<file path="config.mk">
export PLATFORM = sky130hd
export DESIGN_NAME = hid_keyboard_report_builder_flat
export DESIGN_NICKNAME = d
export VERILOG_FILES = /design/src/sv/hkrb_pkg.sv /design/src/sv/hkrb_req_if.sv /design/src/sv/hkrb_rpt_if.sv /design/src/sv/hid_keyboard_report_builder.sv /design/src/sv/hkrb_decode.sv /design/src/sv/hkrb_engine.sv /design/src/flat_wrapper.sv
export VERILOG_INCLUDE_DIRS = /design/src /design/src/sv
export SDC_FILE = /design/constraint.sdc
export NUM_CORES = 1
export LEC_CHECK = 0
export BUFFER_PORTS_ARGS = -buffer_cell sky130_fd_sc_hd__buf_2
export CAP_MARGIN = 10
export CORE_ASPECT_RATIO = 0.5
export CORE_UTILIZATION = 30
export DETAILED_ROUTE_END_ITERATION = 16
export SYNTH_ARGS = -nofsm -noshare
export SYNTH_HDL_FRONTEND = slang
export SYNTH_HIERARCHICAL = 1
export SYNTH_SLANG_ARGS = --single-unit
export TNS_END_PERCENT = 100
</file>
<file path="constraint.sdc">
create_clock -name clk -period 3.13 [get_ports clk]
set_clock_uncertainty 0.2 [all_clocks]
set_input_delay 0.4695 -clock clk [delete_from_list [all_inputs] [get_ports clk]]
set_output_delay 0.4695 -clock clk [all_outputs]
set_load 0.02 [all_outputs]
</file>
<file path="src/sv/hid_keyboard_report_builder_macros.svh">
// Assertion macros shared by the report builder RTL.
// Both macros sample on clk and stay quiet while rst_n is low.
`ifndef HID_KEYBOARD_REPORT_BUILDER_MACROS_SVH
`define HID_KEYBOARD_REPORT_BUILDER_MACROS_SVH
`ifndef SYNTHESIS
`define HKRB_ASSERT_IMPLY(label, ante, cons) \
    label: assert property (@(posedge clk) disable iff (!rst_n) (ante) |-> (cons)) \
        else $error("hkrb assertion failed");
`define HKRB_ASSERT_NEXT(label, ante, cons) \
    label: assert property (@(posedge clk) disable iff (!rst_n) (ante) |=> (cons)) \
        else $error("hkrb assertion failed");
`else
`define HKRB_ASSERT_IMPLY(label, ante, cons)
`define HKRB_ASSERT_NEXT(label, ante, cons)
`endif
`endif

</file>
<file path="src/sv/hkrb_pkg.sv">
`default_nettype none
package hkrb_pkg;

    localparam int NUM_SLOTS = 6;
    localparam int OUT_SLOTS = 6;
    localparam int SLOT_W    = 7;
    localparam int IDX_W     = (NUM_SLOTS > 1) ? $clog2(NUM_SLOTS) : 1;
    localparam logic [IDX_W-1:0] LAST_IDX = IDX_W'(NUM_SLOTS - 1);

    localparam logic [1:0] REQ_PRESS       = 2'd0;
    localparam logic [1:0] REQ_RELEASE     = 2'd1;
    localparam logic [1:0] REQ_RELEASE_ALL = 2'd2;

    localparam logic [7:0] MOD_BASE   = 8'd128;
    localparam logic [7:0] RAW_BASE   = 8'd136;
    localparam logic [7:0] LEFT_SHIFT = 8'h02;
    localparam int         SHIFT_BIT  = 7;

    typedef logic [SLOT_W-1:0] slot_t;

    // Decoded request handed from the decoder to the engine
    typedef struct packed {
        logic [1:0] op;
        logic [7:0] mod_mask;
        logic       slot_act;
        slot_t      usage;
    } dec_t;

    typedef struct packed {
        logic idle;
        logic done;
    } eng_stat_t;

    typedef struct packed {
        logic [7:0]                         modifier;
        logic [OUT_SLOTS-1:0][SLOT_W-1:0]   slots;
    } rpt_t;

    // ASCII to usage map; bit 7 marks a shifted character
    localparam logic [7:0] ASCII_ROM [128] = '{
        8'h00, 8'h00, 8'h00, 8'h00, 8'h00, 8'h00, 8'h00, 8'h00,
        8'h2a, 8'h2b, 8'h28, 8'h00, 8'h00, 8'h00, 8'h00, 8'h00,
        8'h00, 8'h00, 8'h00, 8'h00, 8'h00, 8'h00, 8'h00, 8'h00,
        8'h00, 8'h00, 8'h00, 8'h00, 8'h00, 8'h00, 8'h00, 8'h00,
        8'h2c, 8'h9e, 8'hb4, 8'ha0, 8'ha1, 8'ha2, 8'ha4, 8'h34,
        8'ha6, 8'ha7, 8'ha5, 8'hae, 8'h36, 8'h2d, 8'h37, 8'h38,
        8'h27, 8'h1e, 8'h1f, 8'h20, 8'h21, 8'h22, 8'h23, 8'h24,
        8'h25, 8'h26, 8'hb3, 8'h33, 8'hb6, 8'h2e, 8'hb7, 8'hb8,
        8'h9f, 8'h84, 8'h85, 8'h86, 8'h87, 8'h88, 8'h89, 8'h8a,
        8'h8b, 8'h8c, 8'h8d, 8'h8e, 8'h8f, 8'h90, 8'h91, 8'h92,
        8'h93, 8'h94, 8'h95, 8'h96, 8'h97, 8'h98, 8'h99, 8'h9a,
        8'h9b, 8'h9c, 8'h9d, 8'h2f, 8'h31, 8'h30, 8'ha3, 8'had,
        8'h35, 8'h04, 8'h05, 8'h06, 8'h07, 8'h08, 8'h09, 8'h0a,
        8'h0b, 8'h0c, 8'h0d, 8'h0e, 8'h0f, 8'h10, 8'h11, 8'h12,
        8'h13, 8'h14, 8'h15, 8'h16, 8'h17, 8'h18, 8'h19, 8'h1a,
        8'h1b, 8'h1c, 8'h1d, 8'haf, 8'hb1, 8'hb0, 8'hb5, 8'h00
    };

endpackage
`default_nettype wire

</file>
<file path="src/sv/hkrb_req_if.sv">
`default_nettype none
interface hkrb_req_if
    import hkrb_pkg::*;
();
    logic       valid;
    logic       ready;
    logic [1:0] req_type;
    logic [7:0] key_code;

    modport source (output valid, output req_type, output key_code, input ready);
    modport sink   (input valid, input req_type, input key_code, output ready);
endinterface
`default_nettype wire

</file>
<file path="src/sv/hkrb_rpt_if.sv">
`default_nettype none
interface hkrb_rpt_if
    import hkrb_pkg::*;
();
    logic        valid;
    logic        ready;
    logic [7:0]  modifier_bits;
    slot_t       slot_0;
    slot_t       slot_1;
    slot_t       slot_2;
    slot_t       slot_3;
    slot_t       slot_4;
    slot_t       slot_5;

    modport source (
        output valid, output modifier_bits,
        output slot_0, output slot_1, output slot_2,
        output slot_3, output slot_4, output slot_5,
        input ready
    );
    modport sink (
        input valid, input modifier_bits,
        input slot_0, input slot_1, input slot_2,
        input slot_3, input slot_4, input slot_5,
        output ready
    );
endinterface
`default_nettype wire

</file>
<file path="src/sv/hid_keyboard_report_builder.sv">
// A request accepted in idle passes through the scan state (press or release with a slot usage), then
// the done state, where it waits until the output register is free, and then the output register. The
// single slot comparator visits one slot per cycle during a press or release; no new request is taken until idle.
// Modifier-only, release-all and ignored requests skip the scan and go straight to the done state.
// Reset (rst_n low, asynchronous) clears the modifier byte, all slots and the output valid.
`default_nettype none
`include "hid_keyboard_report_builder_macros.svh"
module hid_keyboard_report_builder
    import hkrb_pkg::*;
(
    input  wire logic     clk,
    input  wire logic     rst_n,
    hkrb_req_if.sink      req,
    hkrb_rpt_if.source    rpt
);

    dec_t      dec;
    eng_stat_t stat;
    rpt_t      report;
    logic      start;
    logic      res_free;
    logic      load;

    logic      out_valid_reg, out_valid_next;
    rpt_t      rpt_data_reg;

    // Decode the key code: ROM lookup for characters, bit mask for modifiers,
    // offset removal for raw usages.
    hkrb_decode u_decode (
        .req_type (req.req_type),
        .key_code (req.key_code),
        .dec      (dec)
    );

    // Take a new request only while the sequencer sits idle.
    assign req.ready = stat.idle;
    assign start     = req.valid && req.ready;

    // The output register is free when empty or when its report is taken this cycle.
    assign res_free = !out_valid_reg || rpt.ready;
    assign load     = stat.done && res_free;

    // Sequencer, slot store and the shared slot comparator.
    hkrb_engine u_engine (
        .clk      (clk),
        .rst_n    (rst_n),
        .start    (start),
        .dec      (dec),
        .res_free (res_free),
        .stat     (stat),
        .report   (report)
    );

    // Output stage: hold the finished report until the sink takes it.
    assign out_valid_next = load || (out_valid_reg && !rpt.ready);

    always_ff @(posedge clk or negedge rst_n)
    begin
        if (!rst_n)
            out_valid_reg <= 1'b0;
        else
            out_valid_reg <= out_valid_next;
    end

    always_ff @(posedge clk)
    begin
        if (load)
            rpt_data_reg <= report;
    end

    assign rpt.valid         = out_valid_reg;
    assign rpt.modifier_bits = rpt_data_reg.modifier;
    assign rpt.slot_0        = rpt_data_reg.slots[0];
    assign rpt.slot_1        = rpt_data_reg.slots[1];
    assign rpt.slot_2        = rpt_data_reg.slots[2];
    assign rpt.slot_3        = rpt_data_reg.slots[3];
    assign rpt.slot_4        = rpt_data_reg.slots[4];
    assign rpt.slot_5        = rpt_data_reg.slots[5];

    `HKRB_ASSERT_NEXT(a_busy_after_accept, start, !req.ready)
    `HKRB_ASSERT_NEXT(a_done_holds, stat.done && !res_free, stat.done)
    `HKRB_ASSERT_NEXT(a_load_sets_valid, load, out_valid_reg)

endmodule
`default_nettype wire

</file>
<file path="src/sv/hkrb_decode.sv">
`default_nettype none
module hkrb_decode
    import hkrb_pkg::*;
(
    input  wire logic [1:0] req_type,
    input  wire logic [7:0] key_code,
    output dec_t            dec
);

    logic [7:0] rom_entry;

    assign rom_entry = ASCII_ROM[key_code[6:0]];

    always_comb
    begin
        dec.op       = req_type;
        dec.mod_mask = '0;
        dec.usage    = '0;
        dec.slot_act = 1'b0;
        if (key_code >= RAW_BASE)
        begin
            dec.usage    = SLOT_W'(key_code - RAW_BASE);
            dec.slot_act = (dec.usage != '0);
        end
        else if (key_code >= MOD_BASE)
        begin
            dec.mod_mask = 8'(8'd1 << key_code[2:0]);
        end
        else if (rom_entry != '0)
        begin
            // shifted characters drive left shift
            dec.mod_mask = rom_entry[SHIFT_BIT] ? LEFT_SHIFT : 8'h00;
            dec.usage    = rom_entry[SLOT_W-1:0];
            dec.slot_act = (dec.usage != '0);
        end
    end

endmodule
`default_nettype wire

</file>
<file path="src/sv/hkrb_engine.sv">
`default_nettype none
`include "hid_keyboard_report_builder_macros.svh"
module hkrb_engine
    import hkrb_pkg::*;
(
    input  wire logic  clk,
    input  wire logic  rst_n,
    input  wire logic  start,
    input  wire dec_t  dec,
    input  wire logic  res_free,
    output eng_stat_t  stat,
    output rpt_t       report
);

    localparam logic [1:0] ST_IDLE = 2'd0;
    localparam logic [1:0] ST_SCAN = 2'd1;
    localparam logic [1:0] ST_DONE = 2'd2;

    logic [1:0]       state_reg, state_next;
    logic [IDX_W-1:0] idx_reg, idx_next;
    slot_t            usage_reg, usage_next;
    logic             press_reg, press_next;
    logic             found_reg, found_next;
    logic             empty_ok_reg, empty_ok_next;
    logic [IDX_W-1:0] empty_idx_reg, empty_idx_next;
    logic [7:0]       modifier_reg, modifier_next;
    slot_t            slots_reg [NUM_SLOTS];
    slot_t            slots_next [NUM_SLOTS];

    // shared compare unit: one slot per cycle against the held usage
    slot_t cur_slot;
    logic  hit;
    logic  empty;
    logic  last;

    assign cur_slot = slots_reg[idx_reg];
    assign hit      = (cur_slot == usage_reg);
    assign empty    = (cur_slot == '0);
    assign last     = (idx_reg == LAST_IDX);

    always_comb
    begin
        state_next     = state_reg;
        idx_next       = idx_reg;
        usage_next     = usage_reg;
        press_next     = press_reg;
        found_next     = found_reg;
        empty_ok_next  = empty_ok_reg;
        empty_idx_next = empty_idx_reg;
        modifier_next  = modifier_reg;
        slots_next     = slots_reg;
        case (state_reg)
            ST_IDLE:
            begin
                if (start)
                begin
                    state_next    = ST_DONE;
                    idx_next      = '0;
                    usage_next    = dec.usage;
                    press_next    = (dec.op == REQ_PRESS);
                    found_next    = 1'b0;
                    empty_ok_next = 1'b0;
                    case (dec.op)
                        REQ_PRESS:
                        begin
                            modifier_next = modifier_reg | dec.mod_mask;
                            if (dec.slot_act)
                                state_next = ST_SCAN;
                        end
                        REQ_RELEASE:
                        begin
                            modifier_next = modifier_reg & ~dec.mod_mask;
                            if (dec.slot_act)
                                state_next = ST_SCAN;
                        end
                        REQ_RELEASE_ALL:
                        begin
                            modifier_next = '0;
                            for (int i = 0; i < NUM_SLOTS; i++)
                                slots_next[i] = '0;
                        end
                        default:
                        begin
                            modifier_next = modifier_reg;
                        end
                    endcase
                end
            end
            ST_SCAN:
            begin
                if (press_reg)
                begin
                    found_next = found_reg | hit;
                    if (empty && !empty_ok_reg)
                    begin
                        empty_ok_next  = 1'b1;
                        empty_idx_next = idx_reg;
                    end
                    if (last && !found_next && empty_ok_next)
                        slots_next[empty_idx_next] = usage_reg;
                end
                else if (hit)
                begin
                    slots_next[idx_reg] = '0;
                end
                if (last)
                    state_next = ST_DONE;
                else
                    idx_next = idx_reg + 1'b1;
            end
            ST_DONE:
            begin
                if (res_free)
                    state_next = ST_IDLE;
            end
            default:
            begin
                state_next = ST_IDLE;
            end
        endcase
    end

    always_ff @(posedge clk or negedge rst_n)
    begin
        if (!rst_n)
        begin
            state_reg    <= ST_IDLE;
            modifier_reg <= '0;
            for (int i = 0; i < NUM_SLOTS; i++)
                slots_reg[i] <= '0;
        end
        else
        begin
            state_reg    <= state_next;
            modifier_reg <= modifier_next;
            slots_reg    <= slots_next;
        end
    end

    always_ff @(posedge clk)
    begin
        idx_reg       <= idx_next;
        usage_reg     <= usage_next;
        press_reg     <= press_next;
        found_reg     <= found_next;
        empty_ok_reg  <= empty_ok_next;
        empty_idx_reg <= empty_idx_next;
    end

    assign stat.idle = (state_reg == ST_IDLE);
    assign stat.done = (state_reg == ST_DONE);

    assign report.modifier = modifier_reg;
    for (genvar j = 0; j < OUT_SLOTS; j++)
    begin : g_out
        if (j < NUM_SLOTS)
        begin : g_used
            assign report.slots[j] = slots_reg[j];
        end
        else
        begin : g_pad
            assign report.slots[j] = '0;
        end
    end

    `HKRB_ASSERT_NEXT(a_rel_all_clears, start && stat.idle && dec.op == REQ_RELEASE_ALL, modifier_reg == 8'h00)
    `HKRB_ASSERT_IMPLY(a_idx_range, state_reg == ST_SCAN, idx_reg <= LAST_IDX)
    `HKRB_ASSERT_NEXT(a_scan_ends, state_reg == ST_SCAN && last, state_reg == ST_DONE)

endmodule
`default_nettype wire

</file>
<file path="src/flat_wrapper.sv">
// flat-port wrapper written by rule: the top's interface ports become plain ports
module hid_keyboard_report_builder_flat import hkrb_pkg::*;
  (clk, rst_n, req_valid, req_req_type, req_key_code, req_ready, rpt_valid, rpt_modifier_bits, rpt_slot_0, rpt_slot_1, rpt_slot_2, rpt_slot_3, rpt_slot_4, rpt_slot_5, rpt_ready);
  hkrb_req_if req_i ();
  hkrb_rpt_if rpt_i ();
  input  wire logic clk;
  input  wire logic rst_n;
  input wire logic [$bits(req_i.valid)-1:0] req_valid;
  input wire logic [$bits(req_i.req_type)-1:0] req_req_type;
  input wire logic [$bits(req_i.key_code)-1:0] req_key_code;
  output wire logic [$bits(req_i.ready)-1:0] req_ready;
  output wire logic [$bits(rpt_i.valid)-1:0] rpt_valid;
  output wire logic [$bits(rpt_i.modifier_bits)-1:0] rpt_modifier_bits;
  output wire logic [$bits(rpt_i.slot_0)-1:0] rpt_slot_0;
  output wire logic [$bits(rpt_i.slot_1)-1:0] rpt_slot_1;
  output wire logic [$bits(rpt_i.slot_2)-1:0] rpt_slot_2;
  output wire logic [$bits(rpt_i.slot_3)-1:0] rpt_slot_3;
  output wire logic [$bits(rpt_i.slot_4)-1:0] rpt_slot_4;
  output wire logic [$bits(rpt_i.slot_5)-1:0] rpt_slot_5;
  input wire logic [$bits(rpt_i.ready)-1:0] rpt_ready;
  assign req_i.valid = req_valid;
  assign req_i.req_type = req_req_type;
  assign req_i.key_code = req_key_code;
  assign req_ready = req_i.ready;
  assign rpt_valid = rpt_i.valid;
  assign rpt_modifier_bits = rpt_i.modifier_bits;
  assign rpt_slot_0 = rpt_i.slot_0;
  assign rpt_slot_1 = rpt_i.slot_1;
  assign rpt_slot_2 = rpt_i.slot_2;
  assign rpt_slot_3 = rpt_i.slot_3;
  assign rpt_slot_4 = rpt_i.slot_4;
  assign rpt_slot_5 = rpt_i.slot_5;
  assign rpt_i.ready = rpt_ready;
  hid_keyboard_report_builder u_core (.clk(clk), .rst_n(rst_n), .req(req_i), .rpt(rpt_i));
endmodule
</file>
==> metrics.cfg <==
[status]
outcome=finished with violations
violations=negative setup slack

[floorplan]
die_area_mm2=0.02271
coreArea_mm2=0.02111
initial_core_util=0.3138
die_h_um=107.1
ioPinCount=66
die_w_um=212.1
fp-row-count=37

[timing]
fmax_mhz=298.1
setup_viol=42
slew_violations=0
rsz0062_at_grt=true
fin_crit_sh=1.072
tightestPinTransition_ns=0.7155
fin_crit_ns=3.354
max_slew_margin=0.5230
hold_viol=0
worst_slack_ns=-0.2242

[grt]
grt.total_usage=0.1741
grt_overflow_total=0
grt_pass1_wl_mm=29.70
grt_pass1_vias=5180
antenna_found_initial=0
grt_max_degree=51

[detailed_routing]
ant_nets=0
wirelength_mm=19.00
vias=5427
drt-initial-drc-count=742
wl_per_cell_um=18.57
drc=0
viasPerCell=5.305
first_pass_iters=7

[layout]
multiInputGateArea_mm2=0.003129
utilization=0.3947
fillers=2086
largest_register_ffs=42
drive_gt1_frac=0.2996
regArea_mm2=0.003308
area_growth_pct=25.80
final_nets=747
antenna_cells=0

[power_and_ir_drop]
peakVddDrop_uv=320.2
pwr_density_cell_mw_per_mm2=784.1
leakagePower_nw=3.436

[worst_setup_path]
worst_path_largest_cell_delay_ns=0.42
r2r_slack_ns=-0.22
crit_required_ns=3.24
endpoint_kind=register
crit_slowest_cell=edfxtp_1
cp.arrival_ns=3.46
cp-start-kind=register
cp_max_fo=7
path_cells=buf_6 > mux2_2 > a222oi_1 > nor3b_2 > a41oi_2 > a211o_1 > o21ai_4 > nand2_1 > a22o_1
worst-setup-path-type=register to register

[clock_tree]
ctsLongestPathBuffers=2
cts_tree=yes
root_buffer=clkbuf_16
clk_latency_ns=0.42
htree_num_levels=4
cts_made_buffers=17
cts.sinks=119
clkTransAtPathRegs_ns=0.06

[logic_synthesis]
postSynthCellCount=607
syn_nets=636
synth.distinct_cells=74
ys_warn_count=6
syn_avg_cell_area_um2=10.91
ys_seq_area_frac=0.4994
synthArstFlopShare=0.4454
synth-main-ff-cell=edfxtp_1
synth_edf_count=66
syn-cell-area_mm2=0.006624
synth-seq-cells=119

[placed_design]
place_ws_ns=-0.2453
hpwl_mm=13.44
port_buffers=65
place_congestion=0.9390

[worst_hold_path]
hold_path_class=input pin to register

[run]
max_cap_violations=0

cell type report:
type,count,area share
multi-input combinational,433,0.3755
clock buffer,17,0.05105
inverter,13,0.005856
sequential,119,0.3970
clock inverter,15,0.02147
timing repair buffer,134,0.1053
tap,292,0.04384
worst max-delay path, delay by kind of cell, from the launching register on:
kind / cells / cell delay, ns
AO/OA/AOI/OAI: 5 / 1.55
AND/OR/NAND/NOR: 2 / 0.57
flip-flops: 1 / 0.42
multiplexers: 1 / 0.34
buffers and inverters: 1 / 0.15
cells in the final DEF, fill, tap and decap left out, drive strengths merged, types with 13 or more instances in the layout:
master	n
dfrtp	53
mux2i	21
inv	22
a221o	14
mux2	14
o21ai	36
nand2	47
and2	14
nand2b	22
clkbuf	17
nor2b	13
buf	133
and3	17
a21oi	31
a22o	28
ha	15
nor2	42
edfxtp	66
nand3	19
per-stage QoR:
step	instance area [um2]	cells	setup TNS [ns]	hold WS [ns]	total power [mW]
floorplan	6629	607	0	-0.02609	3.604
global placement	7584	987	-6.861	0.2406	4.455
detailed placement	7584	987	-7.534	0.2359	4.456
CTS	8279	1022	-2.649	0.1223	6.529
global route	8333	1023	-10.54	0.1235	6.861
finish	8333	1023	-7.275	0.1349	6.534
final timing paths:
check | endpoint | from | cells after the start
setup / recovery | u_core/u_engine/report[19] | u_core/u_engine/idx_reg[0] | 9
hold / removal | u_core/rpt.valid | rpt_ready | 3
setup reg to reg | u_core/u_engine/report[19] | u_core/u_engine/idx_reg[0] | 9
hold reg to reg | u_core/rpt.modifier_bits[2] | u_core/u_engine/modifier_reg[2] | 0
max in group asynchronous | u_core/u_engine/report[3] | rst_n | 3
min in group asynchronous | u_core/u_engine/report[2] | rst_n | 2
kinds of logic after synthesis:
group | count (synthesis) | synth area share
and+or+nand+nor | 206 | 0.1706
AOI/OAI and AO/OA | 169 | 0.1866
DFF | 119 | 0.4994
muxes | 38 | 0.06573
buffers and inverters | 55 | 0.04269
xor gates and xnor gates | 5 | 0.006611
adders and majority gates | 15 | 0.02833
what timing repair did:
item | in CTS | in global routing
pin swaps | 19 | 16
hold endpoints to repair | 13 | 0
endpoints found under the setup margin | 42 | 42
resized for setup | 14 | 9
buffers inserted | 2 | 1
hold buffers | 1 | 0
cell usage after synthesis (10+ instances only):
master    instances  area, um2
ha_1             15      187.7
a22o_1           28      245.2
inv_1            11      41.29
and2_1           13      81.33
buf_2            12      60.06
and3_1           17      106.4
nand2_1          47      176.4
a21oi_1          30      150.1
edfxtp_1         66       1982
nor2_1           36      135.1
clkbuf_1         15      56.30
nand3_1          19      95.09
mux2i_1          21      210.2
o22ai_1          10      62.56
a221o_1          14      140.1
mux2_2           14      157.7
o21ai_0          32      160.2
nor2b_1          13      81.33
dfrtp_1          53       1326
nand2b_1         20      125.1
per-layer routing:
layer | track usage | wire, um | vias up
met1 | 0.2522 | 9154 | 2624
li1 | - | - | 2531
met5 | 0 | 0 | -
met4 | 0.04555 | 234 | 0
met2 | 0.2593 | 8315 | 249
met3 | 0.03954 | 1294 | 23
report_power, final:
part	internal, mW	leakage [nW]	switching [mW]
Combinational	0.874	1.78	1.42
Sequential	2.05	1.36	0.196
Clock	1.21	0.292	0.794
Total	4.13	3.44	2.41
(Power assumes the default switching activity.)
